==> config.mk <==
export PLATFORM = sky130hd
export DESIGN_NAME = sgb_ctrl
export DESIGN_NICKNAME = d
export VERILOG_FILES = /design/src/design/sgb_pkg.sv /design/src/design/sgb_ctrl.sv
export SDC_FILE = /design/constraint.sdc
export NUM_CORES = 1
export LEC_CHECK = 0
export ABC_AREA = 1
export BUFFER_PORTS_ARGS = -buffer_cell sky130_fd_sc_hd__buf_4
export CAP_MARGIN = 10
export CORE_AREA = 5 5 182 184
export DETAILED_ROUTE_END_ITERATION = 8
export DIE_AREA = 0 0 187 189
export GPL_TIMING_DRIVEN = 0
export PLACE_DENSITY = 0.78
export SYNTH_ARGS = -nofsm -noshare
export SYNTH_HDL_FRONTEND = slang
export SYNTH_SLANG_ARGS = --single-unit
==> constraint.sdc <==
create_clock -name clk -period 8.3 [get_ports clk]
set_input_delay 0.415 -clock clk [delete_from_list [all_inputs] [get_ports clk]]
set_output_delay 0.415 -clock clk [all_outputs]
set_load 0.01 [all_outputs]
==> src/design/sgb_pkg.sv <==
`timescale 1ns / 1ps
package sgb_pkg;

  // Fixed field and datapath widths
  localparam int PIX_W       = 8;
  localparam int NUM_CH      = 3;
  localparam int WT_W        = 16;
  localparam int VAL_W       = 16;
  localparam int ACC_W       = 37;
  localparam int WSUM_W      = 21;
  localparam int DEN_W       = 29;
  localparam int QUO_W       = 16;
  localparam int WIDX_W      = 4;
  localparam int NUM_WREG    = 3;
  localparam int WREG_W      = 64;
  localparam int GEOM_W      = 11;
  localparam int RAD_FIELD_W = 4;
  localparam int CFG_IDX_W   = 3;
  localparam int CFG_DATA_W  = 64;

  // Configuration register indexes
  localparam logic [CFG_IDX_W-1:0] CFG_COLOR_MODE    = 3'd0;
  localparam logic [CFG_IDX_W-1:0] CFG_FRAME_WIDTH   = 3'd1;
  localparam logic [CFG_IDX_W-1:0] CFG_FRAME_HEIGHT  = 3'd2;
  localparam logic [CFG_IDX_W-1:0] CFG_KERNEL_RADIUS = 3'd3;
  localparam logic [CFG_IDX_W-1:0] CFG_WEIGHTS_LOW   = 3'd4;
  localparam logic [CFG_IDX_W-1:0] CFG_WEIGHTS_MID   = 3'd5;
  localparam logic [CFG_IDX_W-1:0] CFG_WEIGHTS_HIGH  = 3'd6;

  // Input opcodes
  localparam logic OP_PIXEL = 1'b0;
  localparam logic OP_DRAIN = 1'b1;

  typedef enum logic [3:0] {
    ST_IDLE,
    ST_VTAP,
    ST_VFLUSH,
    ST_VSTART,
    ST_VDIV,
    ST_VDONE,
    ST_HTAP,
    ST_HFLUSH,
    ST_HSTART,
    ST_HDIV,
    ST_OUT
  } state_t;

  typedef enum logic [1:0] {
    SRC_MEM,
    SRC_PIX,
    SRC_WIN
  } acc_src_t;

  typedef enum logic {
    DIV_VERT,
    DIV_HORZ
  } div_mode_t;

  typedef struct packed {
    logic              pix_load;
    logic              acc_clear;
    logic              acc_en;
    acc_src_t          acc_src;
    logic [WIDX_W-1:0] wt_idx;
    logic              div_start;
    div_mode_t         div_mode;
    logic              win_shift;
    logic              win_zero;
    logic              lb_we;
    logic              out_load;
    logic              out_done;
  } dp_cmd_t;

  typedef struct packed {
    logic div_busy;
    logic out_free;
  } dp_stat_t;

endpackage

==> src/design/sgb_ctrl.sv <==
`timescale 1ns / 1ps
module sgb_ctrl #(
  parameter int MAX_WIDTH  = 1024,
  parameter int MAX_HEIGHT = 1024,
  parameter int MAX_RADIUS = 11
) (
  input  logic                              clk,
  input  logic                              rst_n,
  input  logic                              cfg_we,
  input  logic [sgb_pkg::CFG_IDX_W-1:0]     cfg_index,
  input  logic [sgb_pkg::CFG_DATA_W-1:0]    cfg_data,
  input  logic                              in_valid,
  input  logic                              in_opcode,
  output logic                              in_stall,
  output sgb_pkg::dp_cmd_t                  cmd,
  output logic [$clog2(2*MAX_RADIUS+1)-1:0] win_idx,
  output logic [$clog2(2*MAX_RADIUS*MAX_WIDTH)-1:0] lb_raddr,
  output logic [$clog2(2*MAX_RADIUS*MAX_WIDTH)-1:0] lb_waddr,
  input  sgb_pkg::dp_stat_t                 stat
);

  localparam int WW       = $clog2(MAX_WIDTH + 1);
  localparam int HW       = $clog2(MAX_HEIGHT + 1);
  localparam int RADW     = $clog2(MAX_RADIUS + 1);
  localparam int KW       = $clog2(2 * MAX_RADIUS + 1);
  localparam int RW       = $clog2(MAX_HEIGHT + 2 * MAX_RADIUS + 1);
  localparam int SW       = $clog2(2 * MAX_RADIUS);
  localparam int LS_DEPTH = 2 * MAX_RADIUS * MAX_WIDTH;
  localparam int LAW      = $clog2(LS_DEPTH);
  localparam int EW       = ((RW > WW) ? RW : WW) + 2;
  localparam int PW       = 2 * EW;
  localparam int W_RST    = (1024 > MAX_WIDTH) ? MAX_WIDTH : 1024;
  localparam int H_RST    = (1024 > MAX_HEIGHT) ? MAX_HEIGHT : 1024;

  sgb_pkg::state_t   state_r, state_nxt;
  logic [WW-1:0]     w_r, w_nxt;
  logic [HW-1:0]     h_r, h_nxt;
  logic [RADW-1:0]   r_r, r_nxt;
  logic [RW-1:0]     in_row_r, in_row_nxt;
  logic [WW-1:0]     in_col_r, in_col_nxt;
  logic [HW-1:0]     out_row_r, out_row_nxt;
  logic [WW-1:0]     out_col_r, out_col_nxt;
  logic [SW-1:0]     in_slot_r, in_slot_nxt;
  logic [LAW-1:0]    in_base_r, in_base_nxt;
  logic [KW-1:0]     k_r, k_nxt;
  logic [SW-1:0]     rd_slot_r, rd_slot_nxt;
  logic [LAW-1:0]    rd_base_r, rd_base_nxt;
  logic              pend_v_r, pend_v_nxt;
  sgb_pkg::acc_src_t pend_src_r, pend_src_nxt;
  logic [sgb_pkg::WIDX_W-1:0] pend_widx_r, pend_widx_nxt;
  logic [KW-1:0]     pend_win_r, pend_win_nxt;

  logic [EW-1:0] e_inrow, e_incol, e_outrow, e_outcol, e_w, e_h, e_r, e_2r, e_k;
  logic [PW-1:0] pos_e, first_e;
  logic          real_px, vert_on, horiz_on, done, vtap_in, htap_in, last_tap, step_end;
  logic [sgb_pkg::WIDX_W-1:0] widx;
  logic [31:0]   cfg_w, cfg_h, cfg_r;

  // Widen for compares
  assign e_inrow  = EW'(in_row_r);
  assign e_incol  = EW'(in_col_r);
  assign e_outrow = EW'(out_row_r);
  assign e_outcol = EW'(out_col_r);
  assign e_w      = EW'(w_r);
  assign e_h      = EW'(h_r);
  assign e_r      = EW'(r_r);
  assign e_2r     = e_r + e_r;
  assign e_k      = EW'(k_r);

  // Raster position of the step and of the first output, R rows plus R pixels in
  assign pos_e   = PW'(e_inrow) * PW'(e_w) + PW'(e_incol);
  assign first_e = PW'(e_r) * PW'(e_w) + PW'(e_r);

  // Step flags, stable while an item is in flight
  assign real_px  = e_inrow < e_h;
  assign vert_on  = (e_inrow >= e_r) && (e_inrow < e_h + e_r);
  assign horiz_on = (pos_e >= first_e);
  assign done     = (e_outrow == e_h - EW'(1)) && (e_outcol == e_w - EW'(1));
  assign vtap_in  = (e_inrow + e_k >= e_2r) && (e_inrow + e_k < e_h + e_2r);
  assign htap_in  = (e_outcol + e_k >= e_r) && (e_outcol + e_k < e_w + e_r);
  assign last_tap = (e_k == e_2r);
  assign widx     = (e_k >= e_r) ? sgb_pkg::WIDX_W'(e_k - e_r)
                                 : sgb_pkg::WIDX_W'(e_r - e_k);

  // Geometry write values, clamped into range
  always_comb begin
    cfg_w = 32'(cfg_data[sgb_pkg::GEOM_W-1:0]);
    cfg_h = 32'(cfg_data[sgb_pkg::GEOM_W-1:0]);
    cfg_r = 32'(cfg_data[sgb_pkg::RAD_FIELD_W-1:0]);
    if (cfg_w == 32'd0) cfg_w = 32'd1;
    else if (cfg_w > 32'(MAX_WIDTH)) cfg_w = 32'(MAX_WIDTH);
    if (cfg_h == 32'd0) cfg_h = 32'd1;
    else if (cfg_h > 32'(MAX_HEIGHT)) cfg_h = 32'(MAX_HEIGHT);
    if (cfg_r == 32'd0) cfg_r = 32'd1;
    else if (cfg_r > 32'(MAX_RADIUS)) cfg_r = 32'(MAX_RADIUS);
  end

  assign lb_raddr = rd_base_r + LAW'(in_col_r);
  assign lb_waddr = in_base_r + LAW'(in_col_r);
  assign in_stall = (state_r != sgb_pkg::ST_IDLE);

  // Sequencer: next state, tap walk, commands
  always_comb begin
    state_nxt     = state_r;
    w_nxt         = w_r;
    h_nxt         = h_r;
    r_nxt         = r_r;
    in_row_nxt    = in_row_r;
    in_col_nxt    = in_col_r;
    out_row_nxt   = out_row_r;
    out_col_nxt   = out_col_r;
    in_slot_nxt   = in_slot_r;
    in_base_nxt   = in_base_r;
    k_nxt         = k_r;
    rd_slot_nxt   = rd_slot_r;
    rd_base_nxt   = rd_base_r;
    pend_v_nxt    = 1'b0;
    pend_src_nxt  = pend_src_r;
    pend_widx_nxt = pend_widx_r;
    pend_win_nxt  = pend_win_r;
    step_end      = 1'b0;
    cmd           = '0;
    cmd.acc_en    = pend_v_r;
    cmd.acc_src   = pend_src_r;
    cmd.wt_idx    = pend_widx_r;
    win_idx       = pend_win_r;

    unique case (state_r)
      sgb_pkg::ST_IDLE: begin
        // Drop a drain that arrives before the frame is complete
        if (in_valid && !(in_opcode == sgb_pkg::OP_DRAIN && real_px)) begin
          cmd.pix_load  = 1'b1;
          cmd.acc_clear = 1'b1;
          k_nxt         = '0;
          rd_slot_nxt   = in_slot_r;
          rd_base_nxt   = in_base_r;
          state_nxt     = vert_on ? sgb_pkg::ST_VTAP : sgb_pkg::ST_VDONE;
        end
      end
      sgb_pkg::ST_VTAP: begin
        pend_v_nxt    = vtap_in;
        pend_src_nxt  = last_tap ? sgb_pkg::SRC_PIX : sgb_pkg::SRC_MEM;
        pend_widx_nxt = widx;
        if (EW'(rd_slot_r) + EW'(1) >= e_2r) begin
          rd_slot_nxt = '0;
          rd_base_nxt = '0;
        end else begin
          rd_slot_nxt = rd_slot_r + SW'(1);
          rd_base_nxt = rd_base_r + LAW'(MAX_WIDTH);
        end
        if (last_tap) begin
          state_nxt = sgb_pkg::ST_VFLUSH;
        end else begin
          k_nxt = k_r + KW'(1);
        end
      end
      sgb_pkg::ST_VFLUSH: begin
        state_nxt = sgb_pkg::ST_VSTART;
      end
      sgb_pkg::ST_VSTART: begin
        cmd.div_start = 1'b1;
        cmd.div_mode  = sgb_pkg::DIV_VERT;
        state_nxt     = sgb_pkg::ST_VDIV;
      end
      sgb_pkg::ST_VDIV: begin
        cmd.div_mode = sgb_pkg::DIV_VERT;
        if (!stat.div_busy) begin
          state_nxt = sgb_pkg::ST_VDONE;
        end
      end
      sgb_pkg::ST_VDONE: begin
        cmd.win_shift = 1'b1;
        cmd.win_zero  = !vert_on;
        cmd.lb_we     = real_px;
        if (horiz_on) begin
          cmd.acc_clear = 1'b1;
          k_nxt         = '0;
          state_nxt     = sgb_pkg::ST_HTAP;
        end else begin
          step_end  = 1'b1;
          state_nxt = sgb_pkg::ST_IDLE;
        end
      end
      sgb_pkg::ST_HTAP: begin
        pend_v_nxt    = htap_in;
        pend_src_nxt  = sgb_pkg::SRC_WIN;
        pend_widx_nxt = widx;
        pend_win_nxt  = KW'(e_2r - e_k);
        if (last_tap) begin
          state_nxt = sgb_pkg::ST_HFLUSH;
        end else begin
          k_nxt = k_r + KW'(1);
        end
      end
      sgb_pkg::ST_HFLUSH: begin
        state_nxt = sgb_pkg::ST_HSTART;
      end
      sgb_pkg::ST_HSTART: begin
        cmd.div_start = 1'b1;
        cmd.div_mode  = sgb_pkg::DIV_HORZ;
        state_nxt     = sgb_pkg::ST_HDIV;
      end
      sgb_pkg::ST_HDIV: begin
        cmd.div_mode = sgb_pkg::DIV_HORZ;
        if (!stat.div_busy) begin
          state_nxt = sgb_pkg::ST_OUT;
        end
      end
      sgb_pkg::ST_OUT: begin
        cmd.div_mode = sgb_pkg::DIV_HORZ;
        cmd.out_done = done;
        if (stat.out_free) begin
          cmd.out_load = 1'b1;
          step_end     = 1'b1;
          state_nxt    = sgb_pkg::ST_IDLE;
        end
      end
      default: begin
        state_nxt = sgb_pkg::ST_IDLE;
      end
    endcase

    // Advance raster counters at the end of a step
    if (step_end) begin
      if (horiz_on && done) begin
        in_row_nxt  = '0;
        in_col_nxt  = '0;
        out_row_nxt = '0;
        out_col_nxt = '0;
        in_slot_nxt = '0;
        in_base_nxt = '0;
      end else begin
        if (horiz_on) begin
          if (e_outcol + EW'(1) >= e_w) begin
            out_col_nxt = '0;
            out_row_nxt = out_row_r + HW'(1);
          end else begin
            out_col_nxt = out_col_r + WW'(1);
          end
        end
        if (e_incol + EW'(1) >= e_w) begin
          in_col_nxt = '0;
          in_row_nxt = in_row_r + RW'(1);
          if (EW'(in_slot_r) + EW'(1) >= e_2r) begin
            in_slot_nxt = '0;
            in_base_nxt = '0;
          end else begin
            in_slot_nxt = in_slot_r + SW'(1);
            in_base_nxt = in_base_r + LAW'(MAX_WIDTH);
          end
        end else begin
          in_col_nxt = in_col_r + WW'(1);
        end
      end
    end

    // Color mode and geometry writes abandon the frame in progress
    if (cfg_we) begin
      unique case (cfg_index)
        sgb_pkg::CFG_COLOR_MODE:    ;
        sgb_pkg::CFG_FRAME_WIDTH:   w_nxt = WW'(cfg_w);
        sgb_pkg::CFG_FRAME_HEIGHT:  h_nxt = HW'(cfg_h);
        sgb_pkg::CFG_KERNEL_RADIUS: r_nxt = RADW'(cfg_r);
        default: ;
      endcase
      if (cfg_index == sgb_pkg::CFG_COLOR_MODE || cfg_index == sgb_pkg::CFG_FRAME_WIDTH ||
          cfg_index == sgb_pkg::CFG_FRAME_HEIGHT ||
          cfg_index == sgb_pkg::CFG_KERNEL_RADIUS) begin
        in_row_nxt  = '0;
        in_col_nxt  = '0;
        out_row_nxt = '0;
        out_col_nxt = '0;
        in_slot_nxt = '0;
        in_base_nxt = '0;
      end
    end
  end

  always_ff @(posedge clk) begin
    if (!rst_n) begin
      state_r   <= sgb_pkg::ST_IDLE;
      w_r       <= WW'(W_RST);
      h_r       <= HW'(H_RST);
      r_r       <= RADW'(1);
      in_row_r  <= '0;
      in_col_r  <= '0;
      out_row_r <= '0;
      out_col_r <= '0;
      in_slot_r <= '0;
      in_base_r <= '0;
      pend_v_r  <= 1'b0;
    end else begin
      state_r   <= state_nxt;
      w_r       <= w_nxt;
      h_r       <= h_nxt;
      r_r       <= r_nxt;
      in_row_r  <= in_row_nxt;
      in_col_r  <= in_col_nxt;
      out_row_r <= out_row_nxt;
      out_col_r <= out_col_nxt;
      in_slot_r <= in_slot_nxt;
      in_base_r <= in_base_nxt;
      pend_v_r  <= pend_v_nxt;
    end
    k_r         <= k_nxt;
    rd_slot_r   <= rd_slot_nxt;
    rd_base_r   <= rd_base_nxt;
    pend_src_r  <= pend_src_nxt;
    pend_widx_r <= pend_widx_nxt;
    pend_win_r  <= pend_win_nxt;
  end

endmodule

# Word level (Yosys, flattened, before mapping)
# Index checks and enable logic that the tools add are counted.
# word_totals
reg_bits	131
inputBits	74
out_inout_bits	52
word_cells	187
# classes
n_reduce_logical	29
multipliers	2
magnitude_cmp	15
add_sub_neg	28
mux	72
eq_ne	24
# op_table
operator	n
$mux W11	24
$mux W15	8
$mux W5	11
$add A11 B1 Y11 const B	4
$pmux W4 S11	1
$add A11 B5 Y12	3
$mux W4	9
$add A15 B11 Y15	2
$add A15 B11 Y15 const B	2
$pmux W15 S2	1
$eq A11 B13 Y1	2
$add A11 B1 Y12 const B	2
$add A11 B4 Y12	2
$ge A12 B11 Y1	2
$lt A12 B12 Y1	2
$sub A11 B1 Y12 const B	2
$add A22 B11 Y23	1
$ge A23 B16 Y1	1
$mul A11 B11 Y22	1
$add A15 B4 Y16	1
$eq A4 B3 Y1 const B	4
$ne A2 B2 Y1 const B	8
$add A5 B1 Y5 const B	3
$mul A4 B11 Y15	1
40 further kinds	73

# Logic depth before layout (Yosys ltp)
# depth
ltp_word	8
mapped_depth	38
depth_no_buf	36

# Worst setup path after synthesis
# OpenSTA, ideal clock, no wires.
# synth_timing
path_kind	reg-to-reg
start	reg in_row_r[7]
end	reg k_r[0] (enable)
required_time_ns	7.960
path_slack_ns	2.011
period_less_slack_ns	6.289
n_path_buf	2
setup_time_ns	0.340
stages_incl_launch_ff	30
arrival_time_ns	5.950
path_cell_list	dfxtp_1 > clkbuf_1 > clkbuf_1 > nand2_1 > inv_1 > fa_1 > fa_1 > inv_1 > fa_1 > inv_1 > fa_1 > inv_1 > fa_1 > inv_1 > ha_1 > nand2_1 > inv_1 > a21oi_1 > nand2_1 > a21oi_1 > xnor2_1 > ha_1 > nand2_1 > nor4_1 > o21ai_0 > a21boi_0 > nor2_2 > nand4_2 > o31ai_1 > nor2_1
# synth_between
elab_chain_cells	6
elab_cells_between_ends	10
cone_classes	add/sub: 1; mul: 1; order compare: 2; eq/ne: 2; reduce/logical: 4
# synth_rtl
element	line_no	text
start, declared	sgb_ctrl.sv:39	logic [RW-1:0] in_row_r, in_row_nxt;
start signal, assigned	sgb_ctrl.sv:297	in_row_r <= in_row_nxt;
branches (longest 5 deep; another with $add A22 B11 Y23)	-	
$reduce_and A4 Y1 (no line) *	-	
end signal, assigned	sgb_ctrl.sv:305	k_r <= k_nxt;
end, declared	sgb_ctrl.sv:45	logic [KW-1:0] k_r, k_nxt;
# Mark *: on every way between the ends.
# A chain may end at the register's enable or synchronous reset.

==> results.cfg <==
[timing]
hold_viol_final = 0
skew_ps = 18.7
finalWorstSetupSlack_ps = 342
slew_viol_final = 0
min_period_ps = 7960
tightestPinTransition_ps = 1140
finalSetupTns_ps = 0
period_share_pct = 95.9
finalSetupViolCount = 0
rsz0062_at_grt = false
relSlewSlack_pct = 23.8
fmax_ghz = 0.126

[floorplan]
die_width_um = 187
pin_count = 126
dieArea_mm2 = 0.0353
design.core.area_mm2 = 0.0312
initial_core_util_pct = 59.2
fp.dieH_um = 189
core.rowCount = 65

[place]
gp_congestion = 0.976
placed_area_mm2 = 0.0195
portBuffers = 72
place_hpwl_mm = 42.7
dp_slack_ps = 699

[layout]
synthToLayoutAreaGrowth_pct = 8.77
drive_gt1_share_pct = 8.40
nNetsFinal = 3124
diodes = 0
finalInstanceArea_mm2 = 0.0201

[clocking]
cts_buffers = 17
cts_buffer_depth = 2
clk_latency_ps = 440
root_buffer = clkbuf_16
cts_resized = 0
cts.clk_slew.worst_paths_ps = 70
cts_tree = yes
cts_sinks = 131
htreeDepth = 4
postCtsSetupBuffers = 0
cts_hold_buf = 0

[pwr]
peakVddDrop_mv = 0.145
p_per_area_mw_per_mm2 = 145
p_total_mw = 2.91
p_leak_nw = 11.0

[grt]
grt_first_pass_wirelength_mm = 85.0
grt-ovfl-total = 0
grt_max_degree = 17
grt_antenna_before_repair = 0
track_usage_pct = 29.4
first_global_vias = 17402

[yosys]
synth_fp_nets = 3036
yosysWarnings = 0
yosys.area_share.simple_pct = 24.0
synth-seq-area-share_pct = 16.1
async_flop_share_pct = 0
syn_area_mm2 = 0.0185
synth_cells = 2577
synthFlopType = dfxtp_1
synthAdderAreaFrac_pct = 31.1
synth_xor_area_share_pct = 6.74
synth_top_family_by_area = adder cells
synth-edff-count = 36
synth-compound-area-share_pct = 9.84
synth_mux_area_share_pct = 0.162
synth_cell_types = 59
syn_avg_cell_area_um2 = 7.17
ys_ff_latch = 131

[run_status]
outcome = completed

[hold_path]
hold_path.class = in -> reg

[critical_path]
crit_type = reg -> out
end_kind = output port
path_common_cell = nand2_1
cp-start-kind = flip-flop
crit_fanout = 10
cp.required_ps = 7890
critPathMaxStageDelay_ps = 540
arrival_ps = 7540
ff2ff_setup_slack_ps = 740
slowest_stage = fa_1

[detailed_routing]
vias = 17578
routedWlPerCell_um = 17.2
drtAntennaViolNets = 0
dr.pass1.iters = 7
remaining_drc_errors = 0
viasPerCell = 5.71
drt_iter0_drc = 1685
drt-total-wl_mm = 52.8

[run]
cap_violations = 0
-- cell usage in the layout (no fill, tap or decap), drive strengths merged, types with 14 or more instances in the layout --
cell type | netlist | routed
nor2 | 194 | 194
dfxtp | 95 | 95
xnor2 | 38 | 38
inv | 483 | 494
o21ai | 104 | 104
xor2 | 99 | 99
buf | 35 | 106
nor3 | 46 | 46
nand3 | 136 | 136
nand4 | 25 | 25
clkbuf | 41 | 56
edfxtp | 36 | 36
nand2 | 589 | 589
a21oi | 173 | 173
fa | 123 | 123
nor4 | 14 | 14
ha | 262 | 262
-- through the flow --
step | hold WS (ps) | std cells | util (%)
after global routing | 280 | 3080 | 64.4
after floorplan | 446 | 2577 | -
after CTS | 270 | 3084 | 64.4
after global placement | 454 | 3051 | 62.5
final | 265 | 3080 | 64.4
after detailed placement | 459 | 3052 | 62.6
-- worst max-delay path, delay by kind of cell (launching register included) --
kind	cells	cell delay, ps
simple gates	11	1520
fa+ha+maj	7	3150
flops	1	370
xor+xnor	1	300
buf+inv	9	1300
compound gates	4	480
-- area by class of cell --
type / count / area (µm²)
clock inverters: 15 / 134
inverters: 488 / 1830
well taps: 402 / 503
plain buffers: 72 / 392
clock buffers: 17 / 425
multi-input cells: 1882 / 13300
fillers: 2756 / 11100
flip-flops and latches: 131 / 2990
repair buffers: 73 / 552
-- sequential cells by signal, summed over array words and instances, names as in the netlist --
register     flops
h_r             11
in_base_r       15
in_col_r        11
in_row_r        11
in_slot_r        5
k_r              5
out_col_r       11
out_row_r       11
pend_src_r       2
pend_v_r         1
pend_widx_r      4
r_r              4
rd_base_r       15
rd_slot_r        5
state_r          4
w_r             11
win_idx          5
-- report_power, final --
part	internal, mW	total (mW)	switching [mW]
logic	0.493	1.25	0.759
registers	0.795	0.909	0.114
clock network	0.397	0.752	0.355
-- cell usage after synthesis, types with 10 or more instances --
master,instances,area (µm²)
nand2_1,576,2160
inv_1,475,1780
ha_1,262,3280
nor2_1,173,649
a21oi_1,163,816
fa_1,123,2460
nand3_1,120,601
o21ai_0,103,515
xor2_1,99,867
dfxtp_1,95,1900
nor3_1,45,225
clkbuf_1,40,150
xnor2_1,38,333
edfxtp_1,36,1080
nand4_1,24,150
nor2_2,19,119
buf_2,15,75.1
nand3_2,15,150
nor4_1,14,87.6
a21oi_2,10,87.6
nand2_2,10,62.6
-- layer usage --
layer / vias up / global-route usage (%) / share of wire, %
li1: 8365 / - / -
met1: 8179 / 38.0 / 41
met2: 887 / 49.8 / 46
met3: 147 / 5.00 / 9.4
met4: 0 / 10.8 / 3.5
met5: - / 0 / 0
-- kinds of logic (layout without fill, tap and decap cells) --
group | Yosys count | in the layout
flip-flops | 131 | 131
adder cells (fa/ha/maj) | 385 | 385
AND/OR/NAND/NOR | 1024 | 1024
AO/OA/AOI/OAI | 331 | 331
XOR/XNOR | 139 | 139
buffers and inverters | 564 | 665
multiplexers | 3 | 3
-- path summary, 6_finish.rpt --
kind,from,endpoint,depth (start not counted)
min,cfg_data[10],h_r[10]$_SDFFE_PN1P_,3
max reg2reg,in_row_r[7]$_SDFF_PN0_,k_r[3]$_SDFFCE_PN0P_,29
max,in_row_r[7]$_SDFF_PN0_,cmd[14],32
min reg2reg,in_base_r[9]$_SDFF_PN0_,in_base_r[9]$_SDFF_PN0_,2
(Power assumes the default switching activity.)
